<file path="config.mk">
export PLATFORM = sky130hd
export DESIGN_NAME = biquad_bandpass_filter_flat
export DESIGN_NICKNAME = d
export VERILOG_FILES = /design/src/rtl/core/bqbp_pkg.sv /design/src/rtl/core/bqbp_if.sv /design/src/rtl/core/bqbp_coef_regs.sv /design/src/rtl/core/bqbp_sequencer.sv /design/src/rtl/core/bqbp_datapath.sv /design/src/rtl/core/biquad_bandpass_filter.sv /design/src/flat_wrapper.sv
export SDC_FILE = /design/constraint.sdc
export NUM_CORES = 2
export LEC_CHECK = 0
export CAP_MARGIN = 10
export CORE_MARGIN = 8
export CORE_UTILIZATION = 49
export DETAILED_ROUTE_END_ITERATION = 7
export DONT_BUFFER_PORTS = 1
export HOLD_SLACK_MARGIN = 0.1
export SYNTH_ARGS = -nofsm -noshare
export SYNTH_HDL_FRONTEND = slang
export SYNTH_SLANG_ARGS = --single-unit
export TNS_END_PERCENT = 100
</file>
<file path="constraint.sdc">
create_clock -name clk -period 11.35 [get_ports clk]
set_clock_uncertainty 0.05 [all_clocks]
set_input_delay 0 -clock clk [delete_from_list [all_inputs] [get_ports clk]]
set_output_delay 0 -clock clk [all_outputs]
set_load 0.01 [all_outputs]
</file>
<file path="src/rtl/core/bqbp_pkg.sv">
`timescale 1ns / 1ps

package bqbp_pkg;

  // Stream and history geometry
  localparam int NUM_CHANNELS = 2;
  localparam int SAMPLE_BITS  = 24;
  localparam int CHAN_BITS    = 1;

  // Coefficient registers, signed Q3.16
  localparam int COEF_BITS    = 20;
  localparam int NUM_REGS     = 6;
  localparam int REG_IDX_BITS = 3;

  // Fixed-point scaling
  localparam int PRE_SHIFT  = SAMPLE_BITS - 16;
  localparam int POST_SHIFT = 32 - PRE_SHIFT;

  // Datapath widths: five products need three guard bits
  localparam int PROD_BITS = SAMPLE_BITS + COEF_BITS;
  localparam int ACC_BITS  = PROD_BITS + 3;
  localparam int T_BITS    = ACC_BITS - PRE_SHIFT;
  localparam int OPA_BITS  = (T_BITS > SAMPLE_BITS) ? T_BITS : SAMPLE_BITS;
  localparam int MUL_BITS  = OPA_BITS + COEF_BITS;
  localparam int RND_BITS  = MUL_BITS + 1;
  localparam int Y_BITS    = RND_BITS - POST_SHIFT;

  localparam logic signed [COEF_BITS-1:0] COEF_ONE = COEF_BITS'(65536);

  typedef logic signed [COEF_BITS-1:0]   coef_t;
  typedef logic signed [SAMPLE_BITS-1:0] sample_t;

  typedef enum logic [REG_IDX_BITS-1:0] {
    REG_B0  = 3'd0,
    REG_B1  = 3'd1,
    REG_B2  = 3'd2,
    REG_A1  = 3'd3,
    REG_A2  = 3'd4,
    REG_INV = 3'd5
  } reg_idx_t;

  // Multiplier operand A source
  typedef enum logic [2:0] {
    A_X,
    A_X1,
    A_X2,
    A_Y1,
    A_Y2,
    A_T
  } opa_sel_t;

  typedef enum logic [1:0] {
    ACC_HOLD,
    ACC_LOAD,
    ACC_ADD,
    ACC_SUB
  } acc_op_t;

  typedef enum logic [1:0] {
    JC_NEVER,
    JC_NO_INPUT,
    JC_OUT_BUSY
  } jcond_t;

  // Program steps
  localparam int STEP_BITS = 4;
  typedef logic [STEP_BITS-1:0] step_t;

  localparam step_t STEP_IDLE   = 4'd0;
  localparam step_t STEP_MUL_B0 = 4'd1;
  localparam step_t STEP_MUL_B1 = 4'd2;
  localparam step_t STEP_MUL_B2 = 4'd3;
  localparam step_t STEP_MUL_A1 = 4'd4;
  localparam step_t STEP_MUL_A2 = 4'd5;
  localparam step_t STEP_ACC_A2 = 4'd6;
  localparam step_t STEP_SCALE  = 4'd7;
  localparam step_t STEP_OUT    = 4'd8;

  // Datapath control word
  typedef struct packed {
    logic     take_input;
    opa_sel_t a_sel;
    reg_idx_t b_sel;
    logic     mul_en;
    acc_op_t  acc_op;
    logic     commit;
  } ctrl_t;

  // Full microcode word
  typedef struct packed {
    ctrl_t  ctrl;
    jcond_t jcond;
    step_t  jtarget;
    logic   last;
  } ucode_t;

  // Datapath status for jump conditions
  typedef struct packed {
    logic in_valid;
    logic out_busy;
  } seq_status_t;

endpackage

</file>
<file path="src/rtl/core/bqbp_if.sv">
`timescale 1ns / 1ps

interface bqbp_in_if;
  import bqbp_pkg::*;

  logic                  valid;
  logic                  ready;
  logic signed [SAMPLE_BITS-1:0] sample_in;
  logic [CHAN_BITS-1:0]  channel_in;

  modport source (output valid, output sample_in, output channel_in, input ready);
  modport sink   (input valid, input sample_in, input channel_in, output ready);
endinterface

interface bqbp_out_if;
  import bqbp_pkg::*;

  logic                  valid;
  logic                  ready;
  logic signed [SAMPLE_BITS-1:0] sample_out;
  logic [CHAN_BITS-1:0]  channel_out;

  modport source (output valid, output sample_out, output channel_out, input ready);
  modport sink   (input valid, input sample_out, input channel_out, output ready);
endinterface

</file>
<file path="src/rtl/core/bqbp_coef_regs.sv">
`timescale 1ns / 1ps

module bqbp_coef_regs (
  input  logic                              clk,
  input  logic                              rst,
  input  logic                              cfg_we,
  input  logic [bqbp_pkg::REG_IDX_BITS-1:0] cfg_idx,
  input  logic [bqbp_pkg::COEF_BITS-1:0]    cfg_data,
  output bqbp_pkg::coef_t                   coef [bqbp_pkg::NUM_REGS]
);
  import bqbp_pkg::*;

  // Write a coefficient; drop writes beyond the register list
  always_ff @(posedge clk) begin
    if (rst) begin
      for (int i = 0; i < NUM_REGS; i++) begin
        if ((i == REG_B0) || (i == REG_INV)) begin
          coef[i] <= COEF_ONE;
        end else begin
          coef[i] <= '0;
        end
      end
    end else if (cfg_we && (cfg_idx < REG_IDX_BITS'(NUM_REGS))) begin
      coef[cfg_idx] <= $signed(cfg_data);
    end
  end

endmodule

</file>
<file path="src/rtl/core/bqbp_sequencer.sv">
`timescale 1ns / 1ps

module bqbp_sequencer (
  input  logic                  clk,
  input  logic                  rst,
  input  bqbp_pkg::seq_status_t status,
  output bqbp_pkg::ctrl_t       ctrl
);
  import bqbp_pkg::*;

  step_t  step;
  step_t  step_next;
  ucode_t word;
  logic   take_jump;

  // Program ROM: one control word per step
  function automatic ucode_t rom(input step_t s);
    ucode_t w;
    w = '{ctrl: '{take_input: 1'b0, a_sel: A_X, b_sel: REG_B0, mul_en: 1'b0,
                  acc_op: ACC_HOLD, commit: 1'b0},
          jcond: JC_NEVER, jtarget: STEP_IDLE, last: 1'b0};
    unique case (s)
      STEP_IDLE: begin
        w.ctrl.take_input = 1'b1;
        w.jcond           = JC_NO_INPUT;
        w.jtarget         = STEP_IDLE;
      end
      STEP_MUL_B0: begin
        w.ctrl.a_sel  = A_X;
        w.ctrl.b_sel  = REG_B0;
        w.ctrl.mul_en = 1'b1;
      end
      STEP_MUL_B1: begin
        w.ctrl.a_sel  = A_X1;
        w.ctrl.b_sel  = REG_B1;
        w.ctrl.mul_en = 1'b1;
        w.ctrl.acc_op = ACC_LOAD;
      end
      STEP_MUL_B2: begin
        w.ctrl.a_sel  = A_X2;
        w.ctrl.b_sel  = REG_B2;
        w.ctrl.mul_en = 1'b1;
        w.ctrl.acc_op = ACC_ADD;
      end
      STEP_MUL_A1: begin
        w.ctrl.a_sel  = A_Y1;
        w.ctrl.b_sel  = REG_A1;
        w.ctrl.mul_en = 1'b1;
        w.ctrl.acc_op = ACC_ADD;
      end
      STEP_MUL_A2: begin
        w.ctrl.a_sel  = A_Y2;
        w.ctrl.b_sel  = REG_A2;
        w.ctrl.mul_en = 1'b1;
        w.ctrl.acc_op = ACC_SUB;
      end
      STEP_ACC_A2: begin
        w.ctrl.acc_op = ACC_SUB;
      end
      STEP_SCALE: begin
        w.ctrl.a_sel  = A_T;
        w.ctrl.b_sel  = REG_INV;
        w.ctrl.mul_en = 1'b1;
      end
      STEP_OUT: begin
        w.ctrl.commit = 1'b1;
        w.jcond       = JC_OUT_BUSY;
        w.jtarget     = STEP_OUT;
        w.last        = 1'b1;
      end
      default: begin
        w.last = 1'b1;
      end
    endcase
    return w;
  endfunction

  assign word = rom(step);
  assign ctrl = word.ctrl;

  // Evaluate the jump condition and pick the next step
  always_comb begin
    unique case (word.jcond)
      JC_NO_INPUT: take_jump = !status.in_valid;
      JC_OUT_BUSY: take_jump = status.out_busy;
      default:     take_jump = 1'b0;
    endcase
    if (take_jump) begin
      step_next = word.jtarget;
    end else if (word.last) begin
      step_next = STEP_IDLE;
    end else begin
      step_next = step + STEP_BITS'(1);
    end
  end

  // Advance the step counter
  always_ff @(posedge clk) begin
    if (rst) begin
      step <= STEP_IDLE;
    end else begin
      step <= step_next;
    end
  end

endmodule

</file>
<file path="src/rtl/core/bqbp_datapath.sv">
`timescale 1ns / 1ps

module bqbp_datapath (
  input  logic                  clk,
  input  logic                  rst,
  input  bqbp_pkg::ctrl_t       ctrl,
  input  bqbp_pkg::coef_t       coef [bqbp_pkg::NUM_REGS],
  output bqbp_pkg::seq_status_t status,
  bqbp_in_if.sink               din,
  bqbp_out_if.source            dout
);
  import bqbp_pkg::*;

  localparam logic signed [ACC_BITS-1:0] PRE_HALF =
    (PRE_SHIFT > 0) ? (ACC_BITS'(1) << (PRE_SHIFT - 1)) : '0;
  localparam logic signed [RND_BITS-1:0] POST_HALF = RND_BITS'(1) << (POST_SHIFT - 1);
  localparam logic signed [SAMPLE_BITS-1:0] SAT_MAX = {1'b0, {(SAMPLE_BITS-1){1'b1}}};
  localparam logic signed [SAMPLE_BITS-1:0] SAT_MIN = {1'b1, {(SAMPLE_BITS-1){1'b0}}};

  // Per-channel history
  sample_t hist_x1 [NUM_CHANNELS];
  sample_t hist_x2 [NUM_CHANNELS];
  sample_t hist_y1 [NUM_CHANNELS];
  sample_t hist_y2 [NUM_CHANNELS];

  sample_t                       x_reg;
  logic [CHAN_BITS-1:0]          ch_reg;
  logic signed [MUL_BITS-1:0]    prod;
  logic signed [ACC_BITS-1:0]    acc;
  logic signed [ACC_BITS-1:0]    prod_acc;
  logic signed [OPA_BITS-1:0]    opa;
  coef_t                         opb;
  logic signed [RND_BITS-1:0]    rnd;
  logic signed [Y_BITS-1:0]      y_wide;
  logic [Y_BITS-SAMPLE_BITS:0]   y_upper;
  sample_t                       y_sat;
  sample_t                       h_x1, h_x2, h_y1, h_y2;
  logic                          ch_ok;
  logic                          accept;
  logic                          out_busy;
  logic                          commit;

  assign ch_ok    = 32'(ch_reg) < 32'(NUM_CHANNELS);
  assign accept   = din.valid && din.ready;
  assign out_busy = dout.valid && !dout.ready;
  assign commit   = ctrl.commit && !out_busy;

  // Hold off input transactions while in reset
  assign din.ready       = ctrl.take_input && !rst;
  assign status.in_valid = din.valid;
  assign status.out_busy = out_busy;

  // Read the history of the current channel
  assign h_x1 = ch_ok ? hist_x1[ch_reg] : '0;
  assign h_x2 = ch_ok ? hist_x2[ch_reg] : '0;
  assign h_y1 = ch_ok ? hist_y1[ch_reg] : '0;
  assign h_y2 = ch_ok ? hist_y2[ch_reg] : '0;

  // Select multiplier operands
  always_comb begin
    case (ctrl.a_sel)
      A_X:     opa = OPA_BITS'(x_reg);
      A_X1:    opa = OPA_BITS'(h_x1);
      A_X2:    opa = OPA_BITS'(h_x2);
      A_Y1:    opa = OPA_BITS'(h_y1);
      A_Y2:    opa = OPA_BITS'(h_y2);
      A_T:     opa = OPA_BITS'($signed(acc[ACC_BITS-1:PRE_SHIFT]));
      default: opa = '0;
    endcase
  end

  assign opb      = coef[ctrl.b_sel];
  assign prod_acc = $signed(prod[ACC_BITS-1:0]);

  // Round the scaled product to an integer and saturate
  assign rnd     = RND_BITS'(prod) + POST_HALF;
  assign y_wide  = $signed(rnd[RND_BITS-1:POST_SHIFT]);
  assign y_upper = y_wide[Y_BITS-1:SAMPLE_BITS-1];

  always_comb begin
    if ((&y_upper) || !(|y_upper)) begin
      y_sat = y_wide[SAMPLE_BITS-1:0];
    end else if (y_wide[Y_BITS-1]) begin
      y_sat = SAT_MIN;
    end else begin
      y_sat = SAT_MAX;
    end
  end

  // Capture the input transaction
  always_ff @(posedge clk) begin
    if (accept) begin
      x_reg  <= din.sample_in;
      ch_reg <= din.channel_in;
    end
  end

  // Shared multiplier and accumulator
  always_ff @(posedge clk) begin
    if (ctrl.mul_en) begin
      prod <= opa * opb;
    end
    case (ctrl.acc_op)
      ACC_LOAD: acc <= prod_acc + PRE_HALF;
      ACC_ADD:  acc <= acc + prod_acc;
      ACC_SUB:  acc <= acc - prod_acc;
      default:  acc <= acc;
    endcase
  end

  // Shift the history of the channel on commit
  always_ff @(posedge clk) begin
    if (rst) begin
      for (int i = 0; i < NUM_CHANNELS; i++) begin
        hist_x1[i] <= '0;
        hist_x2[i] <= '0;
        hist_y1[i] <= '0;
        hist_y2[i] <= '0;
      end
    end else if (commit && ch_ok) begin
      hist_x2[ch_reg] <= hist_x1[ch_reg];
      hist_x1[ch_reg] <= x_reg;
      hist_y2[ch_reg] <= hist_y1[ch_reg];
      hist_y1[ch_reg] <= y_sat;
    end
  end

  // Output register: hold until the sink takes the transaction
  always_ff @(posedge clk) begin
    if (rst) begin
      dout.valid <= 1'b0;
    end else if (commit) begin
      dout.valid <= 1'b1;
    end else if (dout.ready) begin
      dout.valid <= 1'b0;
    end
  end

  always_ff @(posedge clk) begin
    if (commit) begin
      dout.sample_out  <= ch_ok ? y_sat : '0;
      dout.channel_out <= ch_reg;
    end
  end

endmodule

</file>
<file path="src/rtl/core/biquad_bandpass_filter.sv">
`timescale 1ns / 1ps
// A sample taken in the idle step runs the 9-step program: five multiply-accumulates
// and one scaling multiply on a single shared multiplier, then the output step, which
// waits while the output is busy, then commits the result to the output register.
// The next sample is taken while a finished result waits in the output register.
// Reset (rst, synchronous): clears all channel history, sets b0 and 1/a0 to 1.0 and
// the other coefficients to zero, and returns the sequencer to its idle step.

module biquad_bandpass_filter (
  input  logic                              clk,
  input  logic                              rst,
  input  logic                              cfg_we,
  input  logic [bqbp_pkg::REG_IDX_BITS-1:0] cfg_idx,
  input  logic [bqbp_pkg::COEF_BITS-1:0]    cfg_data,
  bqbp_in_if.sink                           din,
  bqbp_out_if.source                        dout
);
  import bqbp_pkg::*;

  coef_t       coef [NUM_REGS];
  ctrl_t       ctrl;
  seq_status_t status;

  bqbp_coef_regs u_coef_regs (
    .clk      (clk),
    .rst      (rst),
    .cfg_we   (cfg_we),
    .cfg_idx  (cfg_idx),
    .cfg_data (cfg_data),
    .coef     (coef)
  );

  bqbp_sequencer u_sequencer (
    .clk    (clk),
    .rst    (rst),
    .status (status),
    .ctrl   (ctrl)
  );

  bqbp_datapath u_datapath (
    .clk    (clk),
    .rst    (rst),
    .ctrl   (ctrl),
    .coef   (coef),
    .status (status),
    .din    (din),
    .dout   (dout)
  );

endmodule
</file>
<file path="src/flat_wrapper.sv">
// flat-port wrapper written by rule: the top's interface ports become plain ports
module biquad_bandpass_filter_flat import bqbp_pkg::*;
  (clk, rst, cfg_we, cfg_idx, cfg_data, din_valid, din_sample_in, din_channel_in, din_ready, dout_valid, dout_sample_out, dout_channel_out, dout_ready);
  bqbp_in_if din_i ();
  bqbp_out_if dout_i ();
  input  logic clk;
  input  logic rst;
  input  logic cfg_we;
  input  logic [bqbp_pkg::REG_IDX_BITS-1:0] cfg_idx;
  input  logic [bqbp_pkg::COEF_BITS-1:0] cfg_data;
  input wire logic [$bits(din_i.valid)-1:0] din_valid;
  input wire logic [$bits(din_i.sample_in)-1:0] din_sample_in;
  input wire logic [$bits(din_i.channel_in)-1:0] din_channel_in;
  output wire logic [$bits(din_i.ready)-1:0] din_ready;
  output wire logic [$bits(dout_i.valid)-1:0] dout_valid;
  output wire logic [$bits(dout_i.sample_out)-1:0] dout_sample_out;
  output wire logic [$bits(dout_i.channel_out)-1:0] dout_channel_out;
  input wire logic [$bits(dout_i.ready)-1:0] dout_ready;
  assign din_i.valid = din_valid;
  assign din_i.sample_in = din_sample_in;
  assign din_i.channel_in = din_channel_in;
  assign din_ready = din_i.ready;
  assign dout_valid = dout_i.valid;
  assign dout_sample_out = dout_i.sample_out;
  assign dout_channel_out = dout_i.channel_out;
  assign dout_i.ready = dout_ready;
  biquad_bandpass_filter u_core (.clk(clk), .rst(rst), .cfg_we(cfg_we), .cfg_idx(cfg_idx), .cfg_data(cfg_data), .din(din_i), .dout(dout_i));
endmodule
</file>
==> results.toml <==
[layout]
fin_area_mm2 = 0.0556
instances_no_fill = 7041
drive_gt1_share_pct = 4.75
top_regs = "u_core.u_coef_regs.coef (120), u_core.u_datapath.prod (59)"
largest_reg_flops = 120
fill_cells = 9692
finalNetCount = 6643
syn2layout_area_growth_pct = 8.37
regMostFlops = "u_core.u_coef_regs.coef"

[timing]
max-slew-margin-rel_pct = 21.0
finalSetupTns_ns = 0
fin_crit_sh_pct = 94.2
max_freq_mhz = 93.5
setup_viol = 0
rsz0062_at_grt = "no"
hold_viol = 0
slew_viol_final = 0
tightest_slew_ns = 1.18
layout_min_cycle_time_ns = 10.69

[worst_setup_path]
path_buf_inv = 10
worstSetupPathType = "register to register"
r2r-start = "u_core.u_sequencer.step[0]"
cp_max_fo = 22
cp-start-kind = "register"
slowest_stage = "fa_1"
path_delay_family = "adder cells"
rr_worst_depth = 34
crit_arrival_ns = 11.02
required_ns = 11.68
regToRegEndpoint = "u_core.u_datapath.prod[56]"
rrSetupSlack_ns = 0.66
slowest_delay_ns = 0.61
cp-end-kind = "register"

[synth]
synthCells = 5657
ys_ff_latch = 474
synth_top_family_by_area = "adder cells"
synthSimpleGateAreaFrac_pct = 16.2
netlist-cell-type-count = 81
yosys.area_share.adder_pct = 34.7
muxShareOfSynthArea_pct = 3.02
async_flop_share_pct = 0
netlist_area_mm2 = 0.0513
yosysWarnings = 0
synth_edf_count = 348
synth-seq-area-share_pct = 25.3
synthXorXnorAreaFrac_pct = 3.55
synth_compound_area_share_pct = 8.07
synth_area_per_cell_um2 = 9.07
ys.flop_type = "edfxtp_1"
synth.net_count = 6676

[job]
drv_cap = 0

[floorplanning]
core_mm2 = 0.104
die_area_mm2 = 0.115
die-height_um = 340
start_util_pct = 49.5
die_x_um = 340
core.rowCount = 118
num_io_pins = 80

[routing]
post_drt_wl_per_cell_um = 22.0
antenna_left = 0
vias = 39135
routed_wl_um = 155000
drc = 0
drtPass1Iterations = 5
drt_iter0_markers = 3287
via_per_inst = 5.56

[global_routing]
grt_pass1_vias = 39766
grt_first_pass_wirelength_um = 240000
track_usage_pct = 26.7
antenna_found_initial = 2
gr-total-overflow = 0
grt_max_degree = 129

[clock_network]
cts_root_buf = "clkbuf_16"
cts_resized = 0
clk_path_buf_depth = 3
cts_sinks = 474
insertion_delay_ns = 0.58
htreeDepth = 2
cts_inserted_buffers = 45
cts_tree = "built"
clkTransAtPathRegs_ns = 0.06

[placed_design]
placed_area_mm2 = 0.0531
gp_congestion = 0.944
io_buffers = 0
dp_hpwl_um = 119000
dpl.cell_count = 6863

[min_path]
min_from = "dout_ready"
min_delay_path_depth = 3
min_path_type = "input pin to register"
hold_path_end = "u_core.u_datapath.dout.valid"

[status]
outcome = "complete, no violations"
## cells in the final DEF (no fill, tap or decap), drive strengths merged, types with 126 or more instances in the layout
master / count
nand2: 957
inv: 927
fa: 763
nor2: 584
edfxtp: 348
a21oi: 307
ha: 203
mux2i: 141
xnor2: 136
buf: 127
dfxtp: 126
## cell families after synthesis
family          Yosys count
flops                   474
fa+ha+maj               966
compound gates          673
buf+inv                1226
xor+xnor                208
simple gates           1961
mux                     149
## worst reg2reg max path: cells and delay by family, from the launching register on
family                     cells  cell delay, ns
AOI/OAI and AO/OA              9            3.12
buffers and inverters         10            1.52
adders and majority gates      9            4.28
DFF                            1            0.35
and+or+nand+nor                6            1.20
## routing by layer
| metal | vias up | GRT usage [%] | routed length [um] |
|---|---|---|---|
| met2 | 1296 | 45.2 | 75800 |
| met5 | - | 0 | 0 |
| met4 | 0 | 9.37 | 6680 |
| met1 | 19811 | 35.2 | 62900 |
| li1 | 17735 | - | - |
| met3 | 293 | 3.36 | 9820 |
## how the worst max path moves through the flow
stage / from / to / slack [ns] / cells after the start
after floorplan: u_core.u_sequencer.step[0] / u_core.u_datapath.prod[55] / 2.29 / 36
after global placement: u_core.u_sequencer.step[0] / u_core.u_datapath.prod[56] / 0.97 / 32
after detailed placement: u_core.u_sequencer.step[0] / u_core.u_datapath.prod[56] / 0.89 / 34
after CTS: u_core.u_sequencer.step[0] / u_core.u_datapath.prod[56] / 0.87 / 34
after global routing: u_core.u_sequencer.step[0] / u_core.u_datapath.prod[56] / 0.29 / 32
final: u_core.u_sequencer.step[0] / u_core.u_datapath.prod[56] / 0.66 / 34
## layout make-up
| type | count | area [um^2] | area share [%] |
|---|---|---|---|
| tap | 1380 | 1730 | 3.11 |
| clock inverter | 31 | 270 | 0.486 |
| antenna | 1 | 2.50 | 0.00450 |
| sequential | 474 | 13000 | 23.3 |
| inverter | 927 | 3480 | 6.26 |
| multi-input combinational | 3957 | 34000 | 61.2 |
| timing repair buffer | 219 | 1940 | 3.49 |
| clock buffer | 52 | 1190 | 2.15 |
## cell usage after synthesis, drive strengths merged (4+ instances only)
cell,n,share of area [%]
a21boi,7,0.10
nand2b,45,0.55
nor4,13,0.16
nor2b,17,0.21
and2,63,0.77
dfxtp,126,4.9
a211oi,10,0.15
clkbuf,248,1.8
xor2,72,1.2
mux4,4,0.18
buf,51,0.51
inv,926,6.8
o41ai,8,0.22
nand4,22,0.27
mux2,4,0.088
nand3,113,1.1
a31oi,21,0.26
nand3b,6,0.088
fa,763,30
o22a,27,0.46
and3,54,0.66
o22ai,14,0.17
o21ai,111,1.1
o211ai,30,0.44
nor3,39,0.43
a21o,67,0.98
or3,13,0.16
nand2,957,7.0
o21bai,10,0.15
or2,8,0.098
mux2i,141,2.8
xnor2,136,2.3
a21oi,307,3.0
or4,13,0.20
o21a,9,0.13
nor3b,5,0.073
nor2,584,4.3
and4,6,0.12
o31ai,10,0.15
edfxtp,348,20
a221oi,7,0.12
ha,203,5.0
## what timing repair did
item | 4_1_cts | 5_1_grt
setup buffers | 0 | 0
endpoints found under the setup margin | 0 | 0
endpoints found under the hold margin | 269 | 26
hold buffers | 92 | 1
## stage by stage
stage          worst slack, ns  hold WS, ns  utilization, %
3_5_place_dp             0.893       0.0366            51.3
5_1_grt                  0.290        0.186            53.6
3_3_place_gp             0.970       0.0489            51.3
4_1_cts                  0.874        0.143            53.6
2_1_floorplan             2.29       0.0489               -
6_report                 0.659        0.152            53.6
Power is not shown: default switching activity piles up to over one toggle a cycle in this logic, so the estimate is an artifact.
